`config.mk`:
```
export PLATFORM = sky130hd
export DESIGN_NAME = sensor_sample_quality_classifier
export DESIGN_NICKNAME = d
export VERILOG_FILES = /design/src/rtl/sqc_pkg.sv /design/src/rtl/sqc_classify.sv /design/src/rtl/sensor_sample_quality_classifier.sv
export SDC_FILE = /design/constraint.sdc
export NUM_CORES = 2
export LEC_CHECK = 0
export BUFFER_PORTS_ARGS = -buffer_cell sky130_fd_sc_hd__buf_4
export CAP_MARGIN = 20
export CORE_MARGIN = 5
export CORE_UTILIZATION = 55
export DETAILED_ROUTE_END_ITERATION = 10
export PLACE_DENSITY = 0.72
export SYNTH_ARGS = -nofsm -noshare
export SYNTH_HDL_FRONTEND = slang
export SYNTH_SLANG_ARGS = --single-unit
```
`constraint.sdc`:
```
create_clock -name clock -period 8.3 [get_ports clock]
set_input_delay 0.415 -clock clock [delete_from_list [all_inputs] [get_ports clock]]
set_output_delay 0.415 -clock clock [all_outputs]
set_load 0.02 [all_outputs]
```
`src/rtl/sqc_pkg.sv`:
```
// shared types, constants and helpers for the sensor sample quality classifier
package sqc_pkg;

   // field widths
   localparam int SAMPLE_W = 24;
   localparam int TIME_W   = 32;
   localparam int COUNT_W  = 8;
   localparam int CSR_IDX_W = 3;

   // default limits and window lengths
   localparam logic [COUNT_W-1:0] SPIKE_COUNT_LIMIT_DEF = 8'd3;
   localparam logic [COUNT_W-1:0] ZERO_HIT_LIMIT_DEF    = 8'd2;
   localparam logic [COUNT_W-1:0] CAL_COUNT_LIMIT_DEF   = 8'd2;
   localparam logic [TIME_W-1:0]  SPIKE_WINDOW_MS_DEF   = 32'd1000;
   localparam logic [TIME_W-1:0]  STUCK_MS_DEF          = 32'd1000;
   localparam logic [TIME_W-1:0]  CAL_WINDOW_MS_DEF     = 32'd1000;

   // fixed zero window and calibration margin
   localparam logic [TIME_W-1:0]   ZERO_WINDOW_MS = 32'd1000;
   localparam logic [SAMPLE_W-1:0] CAL_MARGIN     = 24'd10;
   localparam logic [COUNT_W-1:0]  COUNT_MAX      = 8'hFF;

   // register reset values
   localparam logic [SAMPLE_W-1:0] DISCONNECT_BELOW_RST = 24'd10;
   localparam logic [SAMPLE_W-1:0] RAW_MIN_RST          = 24'd0;
   localparam logic [SAMPLE_W-1:0] RAW_MAX_RST          = 24'd1000000;
   localparam logic [SAMPLE_W-1:0] SPIKE_DELTA_RST      = 24'd500;
   localparam logic [SAMPLE_W-1:0] RAPID_DELTA_RST      = 24'd100;
   localparam logic [SAMPLE_W-1:0] STUCK_DELTA_RST      = 24'd2;
   localparam logic [SAMPLE_W-1:0] CAL_DRY_RST          = 24'd0;
   localparam logic [SAMPLE_W-1:0] CAL_WET_RST          = 24'd0;

   // register indexes
   typedef enum logic [CSR_IDX_W-1:0] {
      CSR_DISCONNECT_BELOW = 3'd0,
      CSR_RAW_MIN          = 3'd1,
      CSR_RAW_MAX          = 3'd2,
      CSR_SPIKE_DELTA      = 3'd3,
      CSR_RAPID_DELTA      = 3'd4,
      CSR_STUCK_DELTA      = 3'd5,
      CSR_CAL_DRY          = 3'd6,
      CSR_CAL_WET          = 3'd7
   } csr_index_type;

   // quality reason codes
   typedef enum logic [2:0] {
      REASON_OK           = 3'd0,
      REASON_DISCONNECTED = 3'd1,
      REASON_OUT_OF_RANGE = 3'd2,
      REASON_ZERO_HITS    = 3'd3,
      REASON_SPIKES       = 3'd4,
      REASON_RAPID        = 3'd5,
      REASON_STUCK        = 3'd6,
      REASON_CALIBRATE    = 3'd7
   } reason_type;

   typedef struct packed {
      logic [SAMPLE_W-1:0] sample;
      logic [TIME_W-1:0]   now_ms;
   } req_type;

   typedef struct packed {
      logic       connected;
      reason_type reason;
   } rsp_type;

   typedef struct packed {
      logic [SAMPLE_W-1:0] disconnect_below;
      logic [SAMPLE_W-1:0] raw_min;
      logic [SAMPLE_W-1:0] raw_max;
      logic [SAMPLE_W-1:0] spike_delta;
      logic [SAMPLE_W-1:0] rapid_delta;
      logic [SAMPLE_W-1:0] stuck_delta;
      logic [SAMPLE_W-1:0] cal_dry;
      logic [SAMPLE_W-1:0] cal_wet;
   } cfg_type;

   // history kept between items
   typedef struct packed {
      logic                has_last;
      logic [SAMPLE_W-1:0] last_sample;
      logic [COUNT_W-1:0]  zero_count;
      logic [TIME_W-1:0]   zero_start;
      logic                zero_active;
      logic [COUNT_W-1:0]  spike_hits;
      logic [TIME_W-1:0]   spike_start;
      logic                spike_active;
      logic [TIME_W-1:0]   stuck_start;
      logic                stuck_active;
      logic [COUNT_W-1:0]  below_hits;
      logic [COUNT_W-1:0]  above_hits;
      logic [TIME_W-1:0]   cal_start;
      logic                cal_active;
   } state_type;

   localparam state_type STATE_CLEAR = '0;

   // saturating counter step
   function automatic logic [COUNT_W-1:0] sat_inc(input logic [COUNT_W-1:0] c);
      sat_inc = (c == COUNT_MAX) ? c : c + 8'd1;
   endfunction

endpackage

```
`src/rtl/sqc_classify.sv`:
```
// combinational classification of one sample and the next history state
module sqc_classify #(
   parameter logic [7:0]  SPIKE_COUNT_LIMIT = sqc_pkg::SPIKE_COUNT_LIMIT_DEF,
   parameter logic [7:0]  ZERO_HIT_LIMIT    = sqc_pkg::ZERO_HIT_LIMIT_DEF,
   parameter logic [7:0]  CAL_COUNT_LIMIT   = sqc_pkg::CAL_COUNT_LIMIT_DEF,
   parameter logic [31:0] SPIKE_WINDOW_MS   = sqc_pkg::SPIKE_WINDOW_MS_DEF,
   parameter logic [31:0] STUCK_MS          = sqc_pkg::STUCK_MS_DEF,
   parameter logic [31:0] CAL_WINDOW_MS     = sqc_pkg::CAL_WINDOW_MS_DEF
) (
   input  sqc_pkg::req_type   item,
   input  sqc_pkg::cfg_type   cfg,
   input  sqc_pkg::state_type state_cur,
   output sqc_pkg::state_type state_nxt,
   output sqc_pkg::rsp_type   result
);

   logic [sqc_pkg::SAMPLE_W-1:0] s;
   logic [sqc_pkg::TIME_W-1:0]   now;
   logic [sqc_pkg::SAMPLE_W-1:0] delta;
   logic [sqc_pkg::SAMPLE_W-1:0] cal_lo;
   logic [sqc_pkg::SAMPLE_W-1:0] cal_hi;
   logic                         cal_en;
   logic                         cal_below;
   logic                         cal_above;

   assign s   = item.sample;
   assign now = item.now_ms;

   // step size against the last stored sample
   assign delta = (s > state_cur.last_sample) ? s - state_cur.last_sample
                                              : state_cur.last_sample - s;

   // calibration bounds with margin
   assign cal_lo    = (cfg.cal_dry < cfg.cal_wet) ? cfg.cal_dry : cfg.cal_wet;
   assign cal_hi    = (cfg.cal_dry > cfg.cal_wet) ? cfg.cal_dry : cfg.cal_wet;
   assign cal_en    = (cfg.cal_dry != '0) && (cfg.cal_wet != '0)
                      && ((cal_hi - cal_lo) >= sqc_pkg::CAL_MARGIN);
   assign cal_below = ({1'b0, s} + {1'b0, sqc_pkg::CAL_MARGIN}) < {1'b0, cal_lo};
   assign cal_above = {1'b0, s} > ({1'b0, cal_hi} + {1'b0, sqc_pkg::CAL_MARGIN});

   // priority checks, first flag wins
   always_comb begin
      sqc_pkg::state_type st;
      sqc_pkg::reason_type reason;
      logic done;

      st     = state_cur;
      reason = sqc_pkg::REASON_OK;
      done   = 1'b0;
      result.connected = 1'b1;

      if (s < cfg.disconnect_below) begin
         st = sqc_pkg::STATE_CLEAR;
         result.connected = 1'b0;
         reason = sqc_pkg::REASON_DISCONNECTED;
      end else if ((s < cfg.raw_min) || (s > cfg.raw_max)) begin
         reason = sqc_pkg::REASON_OUT_OF_RANGE;
      end else begin
         // window expiry
         if (st.zero_active && ((now - st.zero_start) > sqc_pkg::ZERO_WINDOW_MS)) begin
            st.zero_active = 1'b0;
            st.zero_count  = '0;
         end
         if (st.spike_active && ((now - st.spike_start) > SPIKE_WINDOW_MS)) begin
            st.spike_active = 1'b0;
            st.spike_hits   = '0;
         end
         if (st.cal_active && ((now - st.cal_start) > CAL_WINDOW_MS)) begin
            st.cal_active = 1'b0;
            st.below_hits = '0;
            st.above_hits = '0;
         end

         // zero samples
         if (s == '0) begin
            if (!st.zero_active) begin
               st.zero_active = 1'b1;
               st.zero_start  = now;
               st.zero_count  = '0;
            end
            st.zero_count = sqc_pkg::sat_inc(st.zero_count);
            if (st.zero_count >= ZERO_HIT_LIMIT) begin
               reason = sqc_pkg::REASON_ZERO_HITS;
               done   = 1'b1;
            end
         end

         // step size: spike, rapid, stuck
         if (!done) begin
            if (st.has_last) begin
               if (delta >= cfg.spike_delta) begin
                  if (!st.spike_active) begin
                     st.spike_active = 1'b1;
                     st.spike_start  = now;
                     st.spike_hits   = '0;
                  end
                  st.spike_hits = sqc_pkg::sat_inc(st.spike_hits);
                  if (st.spike_hits >= SPIKE_COUNT_LIMIT) begin
                     reason = sqc_pkg::REASON_SPIKES;
                     done   = 1'b1;
                  end
               end else if (delta >= cfg.rapid_delta) begin
                  reason = sqc_pkg::REASON_RAPID;
                  done   = 1'b1;
               end else if (delta <= cfg.stuck_delta) begin
                  if (!st.stuck_active) begin
                     st.stuck_active = 1'b1;
                     st.stuck_start  = now;
                  end else if ((now - st.stuck_start) >= STUCK_MS) begin
                     reason = sqc_pkg::REASON_STUCK;
                     done   = 1'b1;
                  end
               end else begin
                  st.stuck_active = 1'b0;
               end
            end else begin
               st.stuck_active = 1'b0;
            end
         end

         // calibration drift
         if (!done && cal_en) begin
            if (!st.cal_active) begin
               st.cal_active = 1'b1;
               st.cal_start  = now;
               st.below_hits = '0;
               st.above_hits = '0;
            end
            if (cal_below) begin
               st.below_hits = sqc_pkg::sat_inc(st.below_hits);
            end else if (cal_above) begin
               st.above_hits = sqc_pkg::sat_inc(st.above_hits);
            end
            if ((st.below_hits >= CAL_COUNT_LIMIT) || (st.above_hits >= CAL_COUNT_LIMIT)) begin
               reason = sqc_pkg::REASON_CALIBRATE;
            end
         end

         // every in-range connected sample is remembered
         st.has_last    = 1'b1;
         st.last_sample = s;
      end

      state_nxt     = st;
      result.reason = reason;
   end

endmodule

```
`src/rtl/sensor_sample_quality_classifier.sv`:
```
// top level of the sensor sample quality classifier
//
//   channel | ports                              | direction | moves
//   --------+------------------------------------+-----------+--------------------------
//   req     | req_valid, req_ready, req_data     | in        | sample and timestamp item
//   rsp     | rsp_valid, rsp_ready, rsp_data     | out       | connected flag and reason
//   csr     | csr_write_en, csr_index, csr_wdata | in        | register write, no wait
//
// One item per cycle sustained while rsp_ready is high; each item goes from acceptance to result
// through the input register, then the result register. History updates at the result register edge,
// so the item loaded into the input register at that same edge already sees it.
// Reset is synchronous: config registers return to their defaults, valid flags and history clear.
// While rsp_ready is low the result holds and the input register still takes one item.
module sensor_sample_quality_classifier #(
   parameter logic [7:0]  SPIKE_COUNT_LIMIT = sqc_pkg::SPIKE_COUNT_LIMIT_DEF,
   parameter logic [7:0]  ZERO_HIT_LIMIT    = sqc_pkg::ZERO_HIT_LIMIT_DEF,
   parameter logic [7:0]  CAL_COUNT_LIMIT   = sqc_pkg::CAL_COUNT_LIMIT_DEF,
   parameter logic [31:0] SPIKE_WINDOW_MS   = sqc_pkg::SPIKE_WINDOW_MS_DEF,
   parameter logic [31:0] STUCK_MS          = sqc_pkg::STUCK_MS_DEF,
   parameter logic [31:0] CAL_WINDOW_MS     = sqc_pkg::CAL_WINDOW_MS_DEF
) (
   input  logic                                    clock,
   input  logic                                    reset,
   input  logic                                    req_valid,
   output logic                                    req_ready,
   input  sqc_pkg::req_type                        req_data,
   output logic                                    rsp_valid,
   input  logic                                    rsp_ready,
   output sqc_pkg::rsp_type                        rsp_data,
   input  logic                                    csr_write_en,
   input  sqc_pkg::csr_index_type                  csr_index,
   input  logic [sqc_pkg::SAMPLE_W-1:0]            csr_wdata
);

   logic                in_valid_ff;
   sqc_pkg::req_type    in_data_ff;
   logic                out_valid_ff;
   sqc_pkg::rsp_type    out_data_ff;
   sqc_pkg::cfg_type    cfg_ff;
   sqc_pkg::cfg_type    cfg_in;
   sqc_pkg::state_type  state_ff;
   sqc_pkg::state_type  state_in;
   sqc_pkg::rsp_type    result;
   logic                advance;

   // stage handshake
   assign advance   = in_valid_ff && (!out_valid_ff || rsp_ready);
   assign req_ready = !in_valid_ff || advance;
   assign rsp_valid = out_valid_ff;
   assign rsp_data  = out_data_ff;

   // register write decode
   always_comb begin
      cfg_in = cfg_ff;
      if (csr_write_en) begin
         case (csr_index)
            sqc_pkg::CSR_DISCONNECT_BELOW: cfg_in.disconnect_below = csr_wdata;
            sqc_pkg::CSR_RAW_MIN:          cfg_in.raw_min          = csr_wdata;
            sqc_pkg::CSR_RAW_MAX:          cfg_in.raw_max          = csr_wdata;
            sqc_pkg::CSR_SPIKE_DELTA:      cfg_in.spike_delta      = csr_wdata;
            sqc_pkg::CSR_RAPID_DELTA:      cfg_in.rapid_delta      = csr_wdata;
            sqc_pkg::CSR_STUCK_DELTA:      cfg_in.stuck_delta      = csr_wdata;
            sqc_pkg::CSR_CAL_DRY:          cfg_in.cal_dry          = csr_wdata;
            sqc_pkg::CSR_CAL_WET:          cfg_in.cal_wet          = csr_wdata;
            default:                       cfg_in = cfg_ff;
         endcase
      end
   end

   // classification logic
   sqc_classify #(
      .SPIKE_COUNT_LIMIT (SPIKE_COUNT_LIMIT),
      .ZERO_HIT_LIMIT    (ZERO_HIT_LIMIT),
      .CAL_COUNT_LIMIT   (CAL_COUNT_LIMIT),
      .SPIKE_WINDOW_MS   (SPIKE_WINDOW_MS),
      .STUCK_MS          (STUCK_MS),
      .CAL_WINDOW_MS     (CAL_WINDOW_MS)
   ) u_classify (
      .item      (in_data_ff),
      .cfg       (cfg_ff),
      .state_cur (state_ff),
      .state_nxt (state_in),
      .result    (result)
   );

   // control, config and history
   always_ff @(posedge clock) begin
      if (reset) begin
         in_valid_ff  <= 1'b0;
         out_valid_ff <= 1'b0;
         state_ff     <= sqc_pkg::STATE_CLEAR;
         cfg_ff.disconnect_below <= sqc_pkg::DISCONNECT_BELOW_RST;
         cfg_ff.raw_min          <= sqc_pkg::RAW_MIN_RST;
         cfg_ff.raw_max          <= sqc_pkg::RAW_MAX_RST;
         cfg_ff.spike_delta      <= sqc_pkg::SPIKE_DELTA_RST;
         cfg_ff.rapid_delta      <= sqc_pkg::RAPID_DELTA_RST;
         cfg_ff.stuck_delta      <= sqc_pkg::STUCK_DELTA_RST;
         cfg_ff.cal_dry          <= sqc_pkg::CAL_DRY_RST;
         cfg_ff.cal_wet          <= sqc_pkg::CAL_WET_RST;
      end else begin
         cfg_ff <= cfg_in;
         if (req_ready) begin
            in_valid_ff <= req_valid;
         end
         if (advance) begin
            out_valid_ff <= 1'b1;
            state_ff     <= state_in;
         end else if (rsp_ready) begin
            out_valid_ff <= 1'b0;
         end
      end
   end

   // payload registers
   always_ff @(posedge clock) begin
      if (req_valid && req_ready) begin
         in_data_ff <= req_data;
      end
      if (advance) begin
         out_data_ff <= result;
      end
   end

endmodule
```
==> impl_results.md <==
* Clk sinks at 443
* Post-DR vias/cell at 6.250
* Final net count at 5227
* CP Max Fanout at 25
* Leading cell type in the layout, fill and taps excluded: nand2_1
* Vias at 35080
* WL per Instance at 21.22 microns
* Total power at 6.256 mW
* DP HPWL at 87.78 mm
* YS warnings at 0
* # Post-CTS Setup Buffers at 0
* Endpoints failing setup at 0
* CTS Buffer Depth at 3
* Critical Path Source Type: register
* TritonCTS buffer count at 51
* GP Congestion at 0.9717
* Final hold violation count at 0
* First-pass DRT Iterations at 8
* Vias in the first global route at 32700
* Initial antenna violation count at 2
* Die height at 264.6 microns
* Distinct cells, synth at 95
* Row Count at 93
* Compound-gate portion of the synthesized area at 25.15%
* Remaining DRCs at 0
* Slowest stage delay, CP at 0.61 ns
* Drt initial violations at 3758
* #FFs+latches synth at 443
* Syn nets at 5162
* Clock slew at reported path FFs at 0.06 ns
* Post-Synthesis Cells at 4654
* Total GRT Usage at 32.14%
* Slew margin rel. at 27.13%
* Main synth FF type: dfxtp_1
* Multiplexer share of the synthesized area at 2.463%
* EDFF count, synth at 60
* ANT nets after route at 0
* Full die area at 70030 sq um
* Ranking of synthesized cells by area: dfxtp_1, ha_1, nand2_1
* Share of flip-flops with an asynchronous set or reset at 0%
* PortBufs at 93
* Post-Synth Simple-Gate Area at 20.71%
* Mean post-synth cell area at 7.663 sq um
* Largest net degree at the start of global routing at 105
* CTS H-tree depth at 2
* Post-Synthesis Cell Area at 35660 sq um
* CP Class: reg2reg
* Crit. End Element: register
* Least-Margin Pin Slew at 1.076 ns
* CTS tree: done
* Worst-Skew Late Latency at 0.60 ns
* Detailed Route WL at 119.1 mm
* Period utilisation layout at 93.33%
* Commonest non-fill, non-tap cells in the layout: nand2_1, a21oi_1, inv_1
* Post-synthesis xor/xnor area fraction at 3.168%
* # IOs at 94
* Final Max Slew Viols at 0
* Clock root buffer: clkbuf_16
* Final WS setup at 0.5537 ns
* Initial Util at 55.42%
* Slowest CP cell: nor4_1
* ANT cells at 0
* P_leak at 15.17 nW
* Pre-CTS WS at 0.6340 ns
* First-pass GRT wire length at 182.8 mm
* Synth-to-Final Area Change at 10.83%
* PwrDens at 158.3 nW/um^2
* Clk_skew at 0.01993 ns
* Status: finished clean
* Fill cells at 5769
* Cell taking the most area after synthesis: dfxtp_1
* Setup TNS Final at 0 ns
* Largest family of logic cells by synthesized area: compound AO/OA/AOI/OAI gates
* Peak supply drop at 0.1410 mV
* Fin crit period at 7.746 ns
* Arrival time worst endpoint at 8.09 ns
* Share of the synthesized area in the top cell type at 21.50%
* Max-cap violations at 0
* Total grt overflow at 0
* DIE WIDTH at 264.6 microns
* Worst hold path type: in2reg
* Worst EP required at 8.64 ns
* Sequential share of the synthesized area at 26.55%
* Core ar. at 64350 sq um
* RSZ-0062 raised after global routing: false
* Synthesized-area fraction occupied by adder cells at 14.88%
* Share of cells above drive strength 1 at 7.083%
* Maximum clock rate at 0.1291 GHz
==> state kept, by name (all words and copies together) (netlist names) <==
name / count
in_valid_ff: 1
rsp_valid: 1
cfg_ff: 192
in_data_ff: 56
state_ff: 189
rsp_data: 4
==> layout make-up <==
type | instances | area, sq um | share of cell area (%)
Tap cell | 855 | 1070 | 2.707
Clock inverter | 23 | 307.8 | 0.7788
Timing Repair Buffer | 229 | 1893 | 4.790
Inverter | 430 | 1614 | 4.084
Sequential cell | 443 | 9469 | 23.96
Multi-Input combinational cell | 3564 | 23740 | 60.07
Clock buffer | 69 | 1426 | 3.609
==> cell families (layout without fill, tap and decap cells) <==
kind of cell    Yosys count  after routing
compound gates         1357           1357
xor+xnor                129            129
fa+ha+maj               420            420
buf+inv                 647            751
flops                   443            443
mux                      86             86
simple gates           1572           1572
==> worst max-delay path, delay by kind of cell, from the launching register on <==
| family | cells | cell delay (ns) |
|---|---|---|
| flops | 1 | 0.40 |
| xor+xnor | 1 | 0.15 |
| mux | 1 | 0.10 |
| simple gates | 10 | 2.34 |
| fa+ha+maj | 3 | 0.88 |
| buf+inv | 1 | 0.12 |
| compound gates | 11 | 3.51 |
==> Yosys cell counts, types with 13 or more instances <==
cell type and count:
or3_1 20, buf_2 14, a22oi_1 68, o21a_1 44, nor3_1 71, and4_1 29
nand4_1 87, o21ai_0 191, a22o_1 67, edfxtp_1 60, o22ai_1 17, nand2b_1 32
xor2_1 54, xnor2_1 75, nor3b_1 13, o31ai_1 18, o21bai_1 28, inv_1 430
dfxtp_1 383, nand2_1 678, a221oi_1 18, nor4_1 44, and3_1 44, o211a_1 15
a21o_1 99, a21oi_1 440, a31oi_1 42, clkbuf_1 163, or2_2 17, ha_1 413
o211ai_1 70, mux2i_1 75, clkbuf_2 26, nor2_1 291, nand3_1 118, a211o_1 20
and2_1 33, nor2b_1 46, a211oi_1 46, o2111ai_1 22, a2111oi_0 15
==> per-stage QoR <==
step | hold slack [ns] | util [%] | area [sq um] | std cells
after floorplan | 0.4308 | - | 35660 | 4654
after global placement | 0.4417 | 57.89 | 37250 | 5472
after detailed placement | 0.4467 | 57.97 | 37300 | 5474
after CTS | 0.001974 | 61.37 | 39490 | 5611
after global routing | 0.01306 | 61.42 | 39520 | 5613
final | 0.02849 | 61.42 | 39520 | 5613
==> repair_timing <==
item	in CTS	in global routing
hold buffers	45	0
hold endpoints to repair	45	0
gates resized for setup	0	1
setup endpoints to repair	0	32
==> path summary, 6_finish.rpt <==
path                     start             end  slack, ns  cells past startpoint
hold reg to reg     cfg_ff[50]      cfg_ff[50]       0.45                      2
setup reg to reg    cfg_ff[23]     rsp_data[1]       0.55                     27
setup / recovery    cfg_ff[23]     rsp_data[1]       0.55                     27
hold / removal    req_data[38]  in_data_ff[38]       0.03                      1
==> where the power goes <==
group	total, mW	switching (mW)	internal, mW
Sequential	2.26	0.0430	2.22
Combinational	1.62	1.02	0.605
Clock	2.37	0.949	1.42
==> per-layer routing <==
metal  track usage, %  wire [microns]  vias up
met5                0              13        -
met4            17.96            8212        2
met3            4.483            8680      395
met2            53.25           53840     1487
met1            40.42           48350    16320
li1                 -               -    16890
Power figures use the tool's default switching activity.
